===== config.mk =====
export PLATFORM = sky130hd
export DESIGN_NAME = ipd_http_request_classifier_top
export DESIGN_NICKNAME = d
export VERILOG_FILES = /design/src/ipdhrc_pkg.sv /design/src/ipdhrc_num_parse.sv /design/src/ipd_http_request_classifier_top.sv
export VERILOG_INCLUDE_DIRS = /design/src /design/src/src
export SDC_FILE = /design/constraint.sdc
export NUM_CORES = 1
export LEC_CHECK = 0
export ABC_AREA = 1
export BUFFER_PORTS_ARGS = -buffer_cell sky130_fd_sc_hd__clkbuf_2
export CORE_ASPECT_RATIO = 1.1
export CORE_MARGIN = 2
export CORE_UTILIZATION = 54
export DETAILED_ROUTE_END_ITERATION = 8
export GPL_TIMING_DRIVEN = 0
export PLACE_DENSITY_LB_ADDON = 0.12
export SLEW_MARGIN = 0
export SYNTH_ARGS = -nofsm -noshare
export SYNTH_HDL_FRONTEND = slang
export SYNTH_SLANG_ARGS = --single-unit

===== constraint.sdc =====
create_clock -name clk -period 6.1 [get_ports clk]
set_input_delay 0.305 -clock clk [delete_from_list [all_inputs] [get_ports clk]]
set_output_delay 0.305 -clock clk [all_outputs]
set_load 0.1 [all_outputs]

===== src/ipd_http_request_classifier_top_assert.svh =====
// Assertion macros for the classifier's top-level RTL file.
`ifndef IPD_HTTP_REQUEST_CLASSIFIER_TOP_ASSERT_SVH
`define IPD_HTTP_REQUEST_CLASSIFIER_TOP_ASSERT_SVH

// The consequent must hold in the same cycle as the antecedent.
`define IPDHRC_ASSERT_NOW(label, ante, cons, msg) \
    label: assert property (@(posedge clk) disable iff (!rst_n) (ante) |-> (cons)) \
        else $error(msg);

// The consequent must hold in the cycle after the antecedent.
`define IPDHRC_ASSERT_NEXT(label, ante, cons, msg) \
    label: assert property (@(posedge clk) disable iff (!rst_n) (ante) |=> (cons)) \
        else $error(msg);

`endif


===== src/ipdhrc_pkg.sv =====
// Constants, types and helper functions of the HTTP request classifier.
package ipdhrc_pkg;

    localparam int LINE_MAX   = 512;
    localparam int LINE_LIMIT = LINE_MAX - 6;
    localparam int LEN_W      = $clog2(LINE_LIMIT + 1);

    localparam logic [39:0] PREFIX_WORD = "+IPD,";
    localparam logic [7:0]  CHAR_LF     = 8'h0A;
    localparam logic [7:0]  CHAR_PLUS   = "+";
    localparam logic [7:0]  CHAR_MINUS  = "-";
    localparam logic [7:0]  CHAR_AMP    = "&";
    localparam logic [7:0]  CHAR_SPACE  = " ";
    localparam logic [7:0]  CHAR_ZERO   = "0";
    localparam logic [7:0]  CHAR_NINE   = "9";
    localparam logic [7:0]  CHAR_TAB    = 8'h09;
    localparam logic [7:0]  CHAR_CR     = 8'h0D;

    localparam logic [0:15][7:0] PAT_HOME = {"GET / ", 80'h0};
    localparam logic [0:15][7:0] PAT_HIST = {"GET /historial", 16'h0};
    localparam logic [0:15][7:0] PAT_SET  = {"GET /set?alto=", 16'h0};
    localparam logic [3:0]       LEN_HOME = 4'd6;
    localparam logic [3:0]       LEN_HIST = 4'd14;
    localparam logic [3:0]       LEN_SET  = 4'd14;
    localparam logic [0:4][7:0]  LIT_BAJO = "bajo=";

    localparam logic [15:0] MAG_CAP = 16'h8000;

    // Number parser phases, one-hot.
    typedef enum logic [12:0] {
        PH_IDLE   = 13'b0000000000001,
        PH_A_PRE  = 13'b0000000000010,
        PH_A_SIGN = 13'b0000000000100,
        PH_A_DIG  = 13'b0000000001000,
        PH_LIT0   = 13'b0000000010000,
        PH_LIT1   = 13'b0000000100000,
        PH_LIT2   = 13'b0000001000000,
        PH_LIT3   = 13'b0000010000000,
        PH_LIT4   = 13'b0000100000000,
        PH_B_PRE  = 13'b0001000000000,
        PH_B_SIGN = 13'b0010000000000,
        PH_B_DIG  = 13'b0100000000000,
        PH_DONE   = 13'b1000000000000
    } parse_phase_t;

    // Control from the line tracker to the number parser.
    typedef struct packed {
        logic clear;  // line ends or starts: drop all parse state
        logic step;   // an ordinary line byte is to be parsed
        logic start;  // first set match in this line completed on this byte
    } parse_ctl_t;

    typedef struct packed {
        logic       hit;
        logic [3:0] pos;
    } match_res_t;

    function automatic match_res_t match_step(input logic [0:15][7:0] pat,
                                              input logic [3:0] len,
                                              input logic [3:0] pos,
                                              input logic [7:0] c);
        match_res_t r;
        logic [3:0] p1;
        p1 = pos + 4'd1;
        r.hit = 1'b0;
        r.pos = 4'd0;
        if ((pos < len) && (c == pat[pos])) begin
            if (p1 >= len) begin
                r.hit = 1'b1;
            end else begin
                r.pos = p1;
            end
        end else if (c == pat[0]) begin
            r.pos = 4'd1;
        end
        return r;
    endfunction

    function automatic logic is_digit(input logic [7:0] c);
        return (c >= CHAR_ZERO) && (c <= CHAR_NINE);
    endfunction

    function automatic logic is_space(input logic [7:0] c);
        return (c == CHAR_SPACE) || ((c >= CHAR_TAB) && (c <= CHAR_CR));
    endfunction

    // Decimal digit accumulation, capped at 32768.
    function automatic logic [15:0] add_digit(input logic [15:0] m, input logic [7:0] c);
        logic [19:0] t;
        t = ({4'd0, m} << 3) + ({4'd0, m} << 1) + {16'd0, c[3:0]};
        return (t > {4'd0, MAG_CAP}) ? MAG_CAP : t[15:0];
    endfunction

    function automatic logic signed [15:0] to_field(input logic [15:0] mag, input logic neg);
        logic [15:0] v;
        if (neg) begin
            v = 16'd0 - mag;
        end else begin
            v = (mag > 16'h7FFF) ? 16'h7FFF : mag;
        end
        return signed'(v);
    endfunction

endpackage


===== src/ipdhrc_num_parse.sv =====
// Parser for the two signed decimals that follow the first set request match.
module ipdhrc_num_parse (
    input  logic                    clk,
    input  logic                    rst_n,
    input  ipdhrc_pkg::parse_ctl_t  ctl,
    input  logic [7:0]              rx_byte,
    output logic signed [15:0]      high_value,
    output logic signed [15:0]      low_value
);
    import ipdhrc_pkg::*;

    parse_phase_t phase_reg, phase_next;
    logic [15:0]  high_reg, high_next;
    logic [15:0]  low_reg, low_next;
    logic [1:0]   sign_reg, sign_next;

    logic digit;
    logic space;

    assign digit = is_digit(rx_byte);
    assign space = is_space(rx_byte);

    always_comb begin
        phase_next = phase_reg;
        high_next  = high_reg;
        low_next   = low_reg;
        sign_next  = sign_reg;
        case (phase_reg)
            PH_A_PRE, PH_A_SIGN: begin
                if ((phase_reg == PH_A_PRE) && space) begin
                    phase_next = phase_reg;
                end else if ((phase_reg == PH_A_PRE)
                             && ((rx_byte == CHAR_PLUS) || (rx_byte == CHAR_MINUS))) begin
                    sign_next[0] = sign_reg[0] | (rx_byte == CHAR_MINUS);
                    phase_next   = PH_A_SIGN;
                end else if (digit) begin
                    high_next  = add_digit(high_reg, rx_byte);
                    phase_next = PH_A_DIG;
                end else begin
                    phase_next = PH_DONE;
                end
            end
            PH_A_DIG: begin
                if (digit) begin
                    high_next = add_digit(high_reg, rx_byte);
                end else if (rx_byte == CHAR_AMP) begin
                    phase_next = PH_LIT0;
                end else begin
                    phase_next = PH_DONE;
                end
            end
            PH_LIT0: phase_next = (rx_byte == LIT_BAJO[0]) ? PH_LIT1  : PH_DONE;
            PH_LIT1: phase_next = (rx_byte == LIT_BAJO[1]) ? PH_LIT2  : PH_DONE;
            PH_LIT2: phase_next = (rx_byte == LIT_BAJO[2]) ? PH_LIT3  : PH_DONE;
            PH_LIT3: phase_next = (rx_byte == LIT_BAJO[3]) ? PH_LIT4  : PH_DONE;
            PH_LIT4: phase_next = (rx_byte == LIT_BAJO[4]) ? PH_B_PRE : PH_DONE;
            PH_B_PRE, PH_B_SIGN: begin
                if ((phase_reg == PH_B_PRE) && space) begin
                    phase_next = phase_reg;
                end else if ((phase_reg == PH_B_PRE)
                             && ((rx_byte == CHAR_PLUS) || (rx_byte == CHAR_MINUS))) begin
                    sign_next[1] = sign_reg[1] | (rx_byte == CHAR_MINUS);
                    phase_next   = PH_B_SIGN;
                end else if (digit) begin
                    low_next   = add_digit(low_reg, rx_byte);
                    phase_next = PH_B_DIG;
                end else begin
                    phase_next = PH_DONE;
                end
            end
            PH_B_DIG: begin
                if (digit) begin
                    low_next = add_digit(low_reg, rx_byte);
                end else begin
                    phase_next = PH_DONE;
                end
            end
            default: phase_next = phase_reg;
        endcase
    end

    always_ff @(posedge clk or negedge rst_n)
    begin
        if (!rst_n)
        begin
            phase_reg <= PH_IDLE;
            high_reg  <= '0;
            low_reg   <= '0;
            sign_reg  <= '0;
        end
        else if (ctl.clear)
        begin
            phase_reg <= PH_IDLE;
            high_reg  <= '0;
            low_reg   <= '0;
            sign_reg  <= '0;
        end
        else if (ctl.start)
        begin
            // The parser is idle before the first set match, so only the phase moves.
            phase_reg <= PH_A_PRE;
        end
        else if (ctl.step)
        begin
            phase_reg <= phase_next;
            high_reg  <= high_next;
            low_reg   <= low_next;
            sign_reg  <= sign_next;
        end
    end

    assign high_value = to_field(high_reg, sign_reg[0]);
    assign low_value  = to_field(low_reg, sign_reg[1]);

endmodule


===== src/ipd_http_request_classifier_top.sv =====
// Top level of the HTTP request classifier for a wireless module's serial stream.
//
//   Channel  | Dir | Signals                      | Carries
//   ---------+-----+------------------------------+----------------------------------
//   s        | in  | s_tvalid s_tready s_tdata    | one received byte per item
//   m        | out | m_tvalid m_tready m_tdata    | one classification per request line
//            |     | m_tuser                      |
//
// Each byte is held in the input register and is then classified by the matchers and the
// number parser in a single pass, so the block takes one item every cycle while m holds back no item.
// A line-ending newline moves from the input register into the result register;
// other bytes give no item on m. The input only stalls while m holds back a waiting item.
// Reset (rst_n low, asynchronous) clears the window, the line state and both valid flags,
// and the block is ready to accept items as soon as reset is released.
`include "ipd_http_request_classifier_top_assert.svh"

module ipd_http_request_classifier_top (
    input  logic        clk,
    input  logic        rst_n,
    input  logic        s_tvalid,
    output logic        s_tready,
    input  logic [7:0]  s_tdata,   // [7:0] rx_byte
    output logic        m_tvalid,
    input  logic        m_tready,
    output logic [39:0] m_tdata,   // [7:0] connection_id, [23:8] high_value,
                                   // [39:24] low_value
    output logic [2:0]  m_tuser    // [0] home_request, [1] history_request, [2] set_request
);
    import ipdhrc_pkg::*;

    // Input register.
    logic       in_valid_reg;
    logic [7:0] in_byte_reg;

    // Line tracking state.
    logic [39:0]      window_reg;
    logic [39:0]      window_next;
    logic             in_line_reg;
    logic [LEN_W-1:0] line_len_reg;
    logic [7:0]       captured_id_reg;
    logic [2:0]       home_pos_reg;
    logic [3:0]       hist_pos_reg;
    logic [3:0]       set_pos_reg;
    logic [2:0]       found_reg;

    // Result register.
    logic        out_valid_reg;
    logic [39:0] out_data_reg;
    logic [2:0]  out_user_reg;

    logic       advance;
    logic       prefix_hit;
    logic       len_full;
    logic       line_byte;
    logic       is_lf;
    logic       emit;
    logic       clear_line;
    logic       step;
    logic [7:0] id_now;

    match_res_t home_res;
    match_res_t hist_res;
    match_res_t set_res;
    parse_ctl_t pctl;

    logic signed [15:0] high_value;
    logic signed [15:0] low_value;

    // A byte moves on whenever the result register is free or is being emptied.
    assign advance  = in_valid_reg && (!out_valid_reg || m_tready);
    assign s_tready = !in_valid_reg || advance;

    assign window_next = {window_reg[31:0], in_byte_reg};
    assign prefix_hit  = (window_next == PREFIX_WORD);
    assign len_full    = (line_len_reg >= LEN_W'(LINE_LIMIT));
    assign line_byte   = in_line_reg && !len_full;
    assign is_lf       = (in_byte_reg == CHAR_LF);
    assign emit        = advance && line_byte && is_lf;
    assign step        = advance && line_byte && !is_lf;
    assign clear_line  = advance && (in_line_reg ? (len_full || is_lf) : prefix_hit);

    // The first byte of a line is the connection id, even when it is the newline.
    assign id_now = (line_len_reg == '0) ? in_byte_reg : captured_id_reg;

    assign home_res = match_step(PAT_HOME, LEN_HOME, {1'b0, home_pos_reg}, in_byte_reg);
    assign hist_res = match_step(PAT_HIST, LEN_HIST, hist_pos_reg, in_byte_reg);
    assign set_res  = match_step(PAT_SET, LEN_SET, set_pos_reg, in_byte_reg);

    assign pctl.clear = clear_line;
    assign pctl.step  = step;
    assign pctl.start = step && set_res.hit && !found_reg[2];

    ipdhrc_num_parse u_num_parse (
        .clk        (clk),
        .rst_n      (rst_n),
        .ctl        (pctl),
        .rx_byte    (in_byte_reg),
        .high_value (high_value),
        .low_value  (low_value)
    );

    always_ff @(posedge clk or negedge rst_n)
    begin
        if (!rst_n)
        begin
            in_valid_reg <= 1'b0;
        end
        else if (s_tvalid && s_tready)
        begin
            in_valid_reg <= 1'b1;
        end
        else if (advance)
        begin
            in_valid_reg <= 1'b0;
        end
    end

    always_ff @(posedge clk)
    begin
        if (s_tvalid && s_tready)
        begin
            in_byte_reg <= s_tdata;
        end
    end

    always_ff @(posedge clk or negedge rst_n)
    begin
        if (!rst_n)
        begin
            window_reg      <= '0;
            in_line_reg     <= 1'b0;
            line_len_reg    <= '0;
            captured_id_reg <= '0;
            home_pos_reg    <= '0;
            hist_pos_reg    <= '0;
            set_pos_reg     <= '0;
            found_reg       <= '0;
        end
        else if (advance)
        begin
            window_reg <= window_next;
            if (clear_line)
            begin
                in_line_reg     <= !in_line_reg;
                line_len_reg    <= '0;
                captured_id_reg <= '0;
                home_pos_reg    <= '0;
                hist_pos_reg    <= '0;
                set_pos_reg     <= '0;
                found_reg       <= '0;
            end
            else if (step)
            begin
                line_len_reg    <= line_len_reg + LEN_W'(1);
                captured_id_reg <= id_now;
                home_pos_reg    <= home_res.pos[2:0];
                hist_pos_reg    <= hist_res.pos;
                set_pos_reg     <= set_res.pos;
                found_reg       <= found_reg | {set_res.hit, hist_res.hit, home_res.hit};
            end
        end
    end

    always_ff @(posedge clk or negedge rst_n)
    begin
        if (!rst_n)
        begin
            out_valid_reg <= 1'b0;
        end
        else if (emit)
        begin
            out_valid_reg <= 1'b1;
        end
        else if (m_tready)
        begin
            out_valid_reg <= 1'b0;
        end
    end

    always_ff @(posedge clk)
    begin
        if (emit)
        begin
            out_data_reg[7:0]   <= id_now;
            out_data_reg[23:8]  <= found_reg[2] ? high_value : 16'sd0;
            out_data_reg[39:24] <= found_reg[2] ? low_value : 16'sd0;
            out_user_reg        <= {found_reg[2], found_reg[1], found_reg[0] | found_reg[2]};
        end
    end

    assign m_tvalid = out_valid_reg;
    assign m_tdata  = out_data_reg;
    assign m_tuser  = out_user_reg;

    // A set request always counts as a home request.
    `IPDHRC_ASSERT_NOW(a_set_implies_home, m_tvalid && m_tuser[2], m_tuser[0],
        "set request without home flag")
    // Without a set request both numbers are zero.
    `IPDHRC_ASSERT_NOW(a_values_zero_without_set, m_tvalid && !m_tuser[2],
        m_tdata[39:8] == 32'd0, "numbers present without a set request")
    // Outside a line the length counter stays cleared.
    `IPDHRC_ASSERT_NOW(a_len_clear_outside_line, !in_line_reg, line_len_reg == '0,
        "line length nonzero while searching for the prefix")
    // A newline that ends a line always loads the result register.
    `IPDHRC_ASSERT_NEXT(a_newline_gives_result, emit, out_valid_reg,
        "newline did not produce a result")

endmodule

==> reports/qor.csv, run 1 <==
stage,metric,value,unit
yosys,seq_area_frac_synth,36.7,%
finish,multi_input_area,6420,um2
grt,gr-usage-met2,44.6,%
clock_tree,clk_latency,0.44,ns
setup_path,rr_endpoint,u_num_parse.low_reg[12],
yosys,synth.distinct_cells,51,
floorplan,fp-row-count,56,
sta,finalHoldViolations,0,
outcome,run_status,completed,
floorplan,dieHeight,160,um
clock_tree,cts_root_buf,clkbuf_16,
grt,grt_usage,26.4,%
yosys,synth-seq-cells,164,
grt,grt_pass1_vias,10500,
sta,fin_setup_tns,0,ns
finish,final_cells,2032,
setup_path,endpoint_kind,flop,
sta,rsz0062_at_grt,no,
sta,post-route-period-util,64.5,%
grt,overflow,0,
route,wl_per_cell,14.7,um
yosys,synth_area_per_cell,7.21,um2
yosys,syn-instance-count,1648,
route,dr.pass1.iters,5,
floorplan,die_x,145,um
sta,slew_headroom,42.1,%
sta,tightest_slew,0.860,ns
yosys,yosysWarnings,0,
power,ir_worst_vdd,0.196,mV
placed_design,port_buffers,56,
power,p_sw,0.608,mW
grt,grt_pass1_wl,50500,um
finish,largest_reg_flops,40,
placed_design,post-dp-hpwl,22900,um
setup_path,start_kind,flop,
power,internal-power,1.76,mW
power,p_sw_share,25.6,%
route,drt_iter0_markers,894,
sta,clock.fmax,254,MHz
placed_design,place.gp.congestion,0.924,
clock_tree,clock_sinks,164,
sta,layout_setup_ws,2.17,ns
clock_tree,path_clk_slew,0.07,ns
grt,busiest_layer,met2,
route,dr_total_vias,11100,
grt,use_met3,3.27,%
finish,antenna_cells,0,
grt,grtUsageMet1,35.9,%
floorplan,design.die.area,23200,um2
clock_tree,clockBufferDepth,2,
yosys,synth_edf_count,51,
sta,min_period,3.93,ns
yosys,synthArstFlopShare,68.9,%
setup_path,cp_max_fo,10,
clock_tree,postCtsSetupRepairBufs,0,
job,drv_cap,0,
setup_path,reg2reg_setup_slack,2.17,ns
setup_path,r2r_cells,16,
finish,drive_gt1_share,9.13,%
power,seq_power_share,50.0,%
floorplan,core_area,21400,um2
floorplan,start_util,55.4,%
finish,seqCellArea,4360,um2
clock_tree,cts_tree,built,
clock_tree,cts_max_level,4,
power,p_leak,7.03,nW
placed_design,dp.cells,1999,
yosys,synth_top_area_share,23.6,%
sta,finalClockSkew,0.0157,ns
route,drc,0,
sta,setup_viol,0,
yosys,netlist.top_cell.by_area,dfrtp_1,
worst_hold_path,hold_depth,1,
setup_path,cp.required,6.46,ns
power,power_density,180,nW/um2
finish,syn_to_final_growth,11.1,%
clock_tree,cts_made_buffers,17,
finish,fill_cells,2021,
setup_path,rr_startpoint,in_byte_reg[3],
yosys,synth.area.top_cells,"dfrtp_1, nand2_1, edfxtp_1",
worst_hold_path,min_to,in_byte_reg[0],
grt,grt_max_degree,71,
route,vias_per_cell,5.46,
worst_hold_path,hold_path.class,input pin to flop,
worst_hold_path,min_from,s_tdata[0],
setup_path,cp.arrival,4.29,ns
power,pwr-share-comb,5.1,%
floorplan,io_pins,57,
route,wl,29800,um
setup_path,crit_type,flop to flop,
yosys,syn-cell-area,11900,um2
power,clkPwrFrac,44.9,%
sta,finalMaxSlewViolations,0,
placed_design,pre_cts_ws,2.17,ns
yosys,synthesis.nets,1752,
grt,antenna_found_initial,0,
yosys,synth_flop_cell,dfrtp_1,
route,ant_nets,0,
finish,nets,1833,
-- how the worst max path moves through the flow --
stage / start / end / slack [ns] / cells after the start
floorplan: m_tvalid / m_tdata[0] / 1.27 / 4
global placement: in_byte_reg[2] / m_tdata[37] / -0.18 / 6
finish: in_byte_reg[3] / u_num_parse.low_reg[12] / 2.17 / 16
global route: in_byte_reg[3] / u_num_parse.low_reg[6] / 1.87 / 16
CTS: in_byte_reg[3] / u_num_parse.low_reg[12] / 2.14 / 16
detailed placement: in_byte_reg[3] / u_num_parse.low_reg[12] / 2.17 / 16
-- kinds of logic (layout without fill, tap and decap cells) --
kind of cell | count (synthesis) | count (layout) | share of synthesized area, %
AND/OR/NAND/NOR | 865 | 865 | 32.0
buffers and inverters | 276 | 370 | 9.32
AO/OA/AOI/OAI | 235 | 235 | 10.9
flip-flops | 164 | 164 | 36.7
adder cells (fa/ha/maj) | 92 | 92 | 9.94
XOR/XNOR | 16 | 16 | 1.18
-- power by group through the flow --
| stage | sequential [mW] | combinational (mW) | clock (mW) |
|---|---|---|---|
| floorplan | 1.20 | 0.0741 | 0 |
| detailed placement | 1.21 | 0.121 | 0 |
| finish | 1.19 | 0.122 | 1.06 |
| global route | 1.19 | 0.140 | 1.12 |
| CTS | 1.18 | 0.123 | 1.08 |
| global placement | 1.21 | 0.115 | 0 |
-- area by class of cell --
class / instances / area share, %
plain buffers: 39 / 1.65
well taps: 290 / 2.75
multi-input cells: 1208 / 48.6
flip-flops and latches: 164 / 33.0
clock inverters: 14 / 0.976
clock buffers: 18 / 3.41
repair buffers: 62 / 2.84
inverters: 237 / 6.74
-- worst max-delay path, stage by stage (launching register included) --
cell and delay [ns]:
edfxtp_1 0.33, buf_4 0.15, clkinv_1 0.44, fa_1 0.68, fa_1 0.48, inv_1 0.11, nand3_1 0.09, nand2_1 0.18
nand2_1 0.09, nand2_1 0.11, nand2_1 0.08, nand3_1 0.07, nand3_1 0.14, nor3_2 0.38, buf_4 0.25, nand4_1 0.11
o21ai_1 0.14
-- per-layer routing --
| metal | share of wire [%] | wire [um] |
|---|---|---|
| met1 | 46 | 13700 |
| met2 | 47 | 14100 |
| met3 | 4.7 | 1390 |
| met4 | 1.9 | 571 |
| met5 | 0 | 0 |
-- cell usage in the layout (no fill, tap or decap), types with 4 or more instances in the layout --
| cell | netlist | layout |
|---|---|---|
| nand4_1 | 45 | 45 |
| clkbuf_16 | 0 | 18 |
| buf_6 | 4 | 7 |
| o211ai_1 | 7 | 7 |
| o21ai_1 | 25 | 25 |
| buf_4 | 8 | 8 |
| nand4_2 | 4 | 4 |
| o21ai_0 | 114 | 114 |
| nor2_1 | 121 | 121 |
| a21oi_1 | 41 | 41 |
| clkbuf_1 | 18 | 18 |
| nor4_1 | 6 | 6 |
| buf_2 | 8 | 8 |
| o21a_1 | 9 | 9 |
| nand2_1 | 488 | 488 |
| a31oi_1 | 22 | 22 |
| nor3_1 | 35 | 34 |
| dfrtp_1 | 112 | 112 |
| nand2_2 | 5 | 5 |
| xor2_1 | 13 | 13 |
| nand3b_1 | 7 | 7 |
| and2_1 | 4 | 4 |
| a211oi_1 | 8 | 8 |
| inv_2 | 13 | 13 |
| nand3_1 | 125 | 125 |
| inv_6 | 0 | 6 |
| fa_1 | 4 | 4 |
| inv_8 | 0 | 5 |
| edfxtp_1 | 51 | 51 |
| inv_1 | 221 | 221 |
| ha_1 | 88 | 88 |
| clkbuf_2 | 1 | 56 |
| or2_2 | 5 | 5 |
-- timing repair --
action                                 CTS  global route
gates resized for setup                  0             0
endpoints found under the hold margin   43             0
setup endpoints to repair                0             0
hold buffers                             1             0
-- through the flow --
step / hold slack, ns / total power, mW / area [um2] / util (%)
floorplan: 0.00941 / 1.27 / 11900 / -
global placement: 0.437 / 1.32 / 12500 / 58.4
detailed placement: 0.271 / 1.33 / 12600 / 58.8
CTS: 0.0368 / 2.39 / 13200 / 61.6
global route: 0.0379 / 2.45 / 13200 / 61.6
finish: 0.0436 / 2.37 / 13200 / 61.6
-- cell usage after synthesis (5+ instances only) --
cell and n:
inv_2 13, clkbuf_1 18, edfxtp_1 51, xor2_1 13
nand3b_1 7, nor3_1 35, o21ai_0 114, nand3_1 125
dfrtp_1 112, nand4_1 45, buf_4 8, o21ai_1 25
o21a_1 9, o211ai_1 7, or2_2 5, a211oi_1 8
a21oi_1 41, ha_1 88, a31oi_1 22, nand2_1 488
nor4_1 6, nand2_2 5, inv_1 221, nor2_1 121
buf_2 8
Note: power is estimated with default switching activity, not from simulation.
==> inputs of run 2 (changes only) <==
- clock period: 6.1 -> 3.2 ns (I/O delays scaled with it)
==> run 2 against run 1 <==
Total power increased by 93%. Combinational power up 110%. Critical endpoint is now u_num_parse.high_reg[0]. Final area rose by 2.6%. Highest routed layer unchanged. Largest cell class unchanged. Critical path type unchanged. Routed wire length grew 1.1%.
==> reports/qor.csv, run 2 (same netlist as run 1, synthesis figures left out) <==
stage,metric,value,unit
outcome,run_status,completed,
setup_path,cp_top_family,adder cells,
grt,grt_pass1_wl,50100,um
floorplan,core_area,21400,um2
floorplan,die_x,145,um
worst_hold_path,min_to,in_valid_reg,
finish,final_cells,2049,
power,p_total,4.57,mW
power,seq_power_share,49.5,%
grt,grt_usage,26.2,%
setup_path,cp.arrival,3.41,ns
floorplan,start_util,55.4,%
placed_design,dp.cells,1997,
power,ir_worst_vdd,0.396,mV
worst_hold_path,min_from,m_tready,
route,dr.pass1.iters,6,
sta,min_period,3.09,ns
route,wl,30200,um
power,clkPwrFrac,44.9,%
sta,post-route-period-util,96.5,%
setup_path,reg2reg_setup_slack,0.11,ns
clock_tree,cts_root_buf,clkbuf_16,
power,power_density,337,nW/um2
finish,syn_to_final_growth,14.0,%
sta,setup_viol,0,
clock_tree,clockBufferDepth,2,
finish,final_cell_mix,"nand2_1, inv_1, nand3_1",
clock_tree,clk_latency,0.44,ns
setup_path,cp_max_fo,8,
finish,largest_reg_flops,40,
sta,slew_headroom,48.1,%
clock_tree,path_clk_slew,0.07,ns
power,p_leak,7.17,nW
setup_path,rr_startpoint,in_byte_reg[3],
setup_path,endpoint_kind,flop,
power,internal-power,3.41,mW
clock_tree,cts_tree,built,
setup_path,slowest_delay,0.61,ns
setup_path,cp.required,3.52,ns
route,ant_nets,0,
placed_design,pre_cts_ws,-0.568,ns
grt,grt_pass1_vias,10300,
clock_tree,cts_max_level,4,
setup_path,path_cells,buf_6 -> inv_8 -> fa_2 -> inv_1 -> ha_1 -> nand2_1 -> nor2_1 -> nand3_1 -> nand3_1 -> nand2_1 -> nand2_1 -> xor2_1 -> o21ai_4 -> buf_4 -> and2_1 -> nand2_1 -> nand2_1,
setup_path,r2r_cells,17,
sta,tightest_slew,0.771,ns
power,p_sw,1.16,mW
power,pwr-share-comb,5.6,%
route,drt_iter0_markers,973,
grt,grt_max_degree,85,
setup_path,cpMaxStageDelayCell,fa_2,
floorplan,dieHeight,160,um
sta,whs,0.0274,ns
grt,antenna_found_initial,0,
setup_path,cpMostUsedCell,nand2_1,
placed_design,place.gp.congestion,0.910,
floorplan,io_pins,57,
grt,overflow,0,
sta,finalHoldViolations,0,
finish,antenna_cells,0,
power,p_sw_share,25.3,%
finish,nets,1850,
route,vias_per_cell,5.46,
setup_path,start_kind,flop,
floorplan,design.die.area,23200,um2
sta,clock.fmax,324,MHz
worst_hold_path,hold_path.class,input pin to flop,
setup_path,crit_type,flop to flop,
route,wl_per_cell,14.7,um
finish,final_common_cell,nand2_1,
job,drv_cap,0,
route,dr_total_vias,11200,
sta,layout_setup_ws,0.111,ns
placed_design,post-dp-hpwl,22800,um
sta,finalMaxSlewViolations,0,
clock_tree,clock_sinks,164,
sta,finalClockSkew,0.0135,ns
setup_path,rr_endpoint,u_num_parse.high_reg[0],
route,drc,0,
placed_design,port_buffers,56,
setup_path,crit_start,in_byte_reg[3],
floorplan,fp-row-count,56,
finish,drive_gt1_share,10.7,%
worst_hold_path,hold_depth,4,
clock_tree,cts_made_buffers,17,
setup_path,path_buf_inv,4,
## run 2: cell count changes in the layout (fill, tap and decap cells not counted), sizes merged
| cell | previous run | this run |
|---|---|---|
| clkinv | 4 | 7 |
| dlygate4sd3 | 1 | 10 |
| bufinv | 0 | 1 |
| buf | 25 | 33 |
| clkbuf | 93 | 92 |
| inv | 245 | 244 |
| clkinvlp | 2 | 0 |
## run 2: what timing repair did
action / 4_1_cts / 5_1_grt
hold buffers: 10 / 0
setup buffers: 2 / 6
gates resized for setup: 9 / 33
gates cloned: 0 / 2
endpoints found under the hold margin: 54 / 0
pin swaps: 3 / 16
setup endpoints to repair: 32 / 30
## run 2: worst max-delay path by stage
| stage | cells after the start | endpoint |
|---|---|---|
| after CTS | 16 | u_num_parse.low_reg[4] |
| after global placement | 18 | u_num_parse.high_reg[14] |
| after detailed placement | 18 | u_num_parse.high_reg[13] |
| after floorplan | 16 | u_num_parse.low_reg[10] |
| after global routing | 18 | u_num_parse.low_reg[6] |
| final | 17 | u_num_parse.high_reg[0] |
## run 2: worst min-delay path, stage by stage
cell      delay (ns)
clkbuf_2        0.07
inv_1           0.04
nand3_1         0.10
nand2_1         0.06
## run 2: area by class of cell
type	count	area, um2
fill	1957	7890
multi-input combinational	1208	6540
sequential	164	4360
inverter	237	897
timing repair buffer	79	552
clock buffer	17	425
tap	290	363
buffer	39	239
clock inverter	15	166
## run 2: layer usage
metal / vias up / track usage, % / part of all wire [%]
met4: 0 / 7.84 / 2.2
li1: 5640 / - / -
met3: 46 / 3.90 / 4.8
met1: 5207 / 36.1 / 45
met5: - / 0 / 0
met2: 298 / 43.1 / 47
## run 2: power groups by stage
| stage | Sequential (mW) | Clock, mW | Combinational [mW] |
|---|---|---|---|
| after floorplan | 2.29 | 0 | 0.142 |
| after global placement | 2.30 | 0 | 0.220 |
| after global routing | 2.26 | 2.17 | 0.290 |
| after detailed placement | 2.30 | 0 | 0.230 |
| final | 2.26 | 2.05 | 0.256 |
| after CTS | 2.26 | 2.09 | 0.242 |
## run 2: per-stage QoR
step,area [um2],setup TNS [ns],util [%]
finish,13500,0,63.2
global route,13500,-0.0577,63.2
global placement,12500,-18.38,58.5
CTS,13400,0,62.3
floorplan,11900,0,-
detailed placement,12600,-15.06,58.9
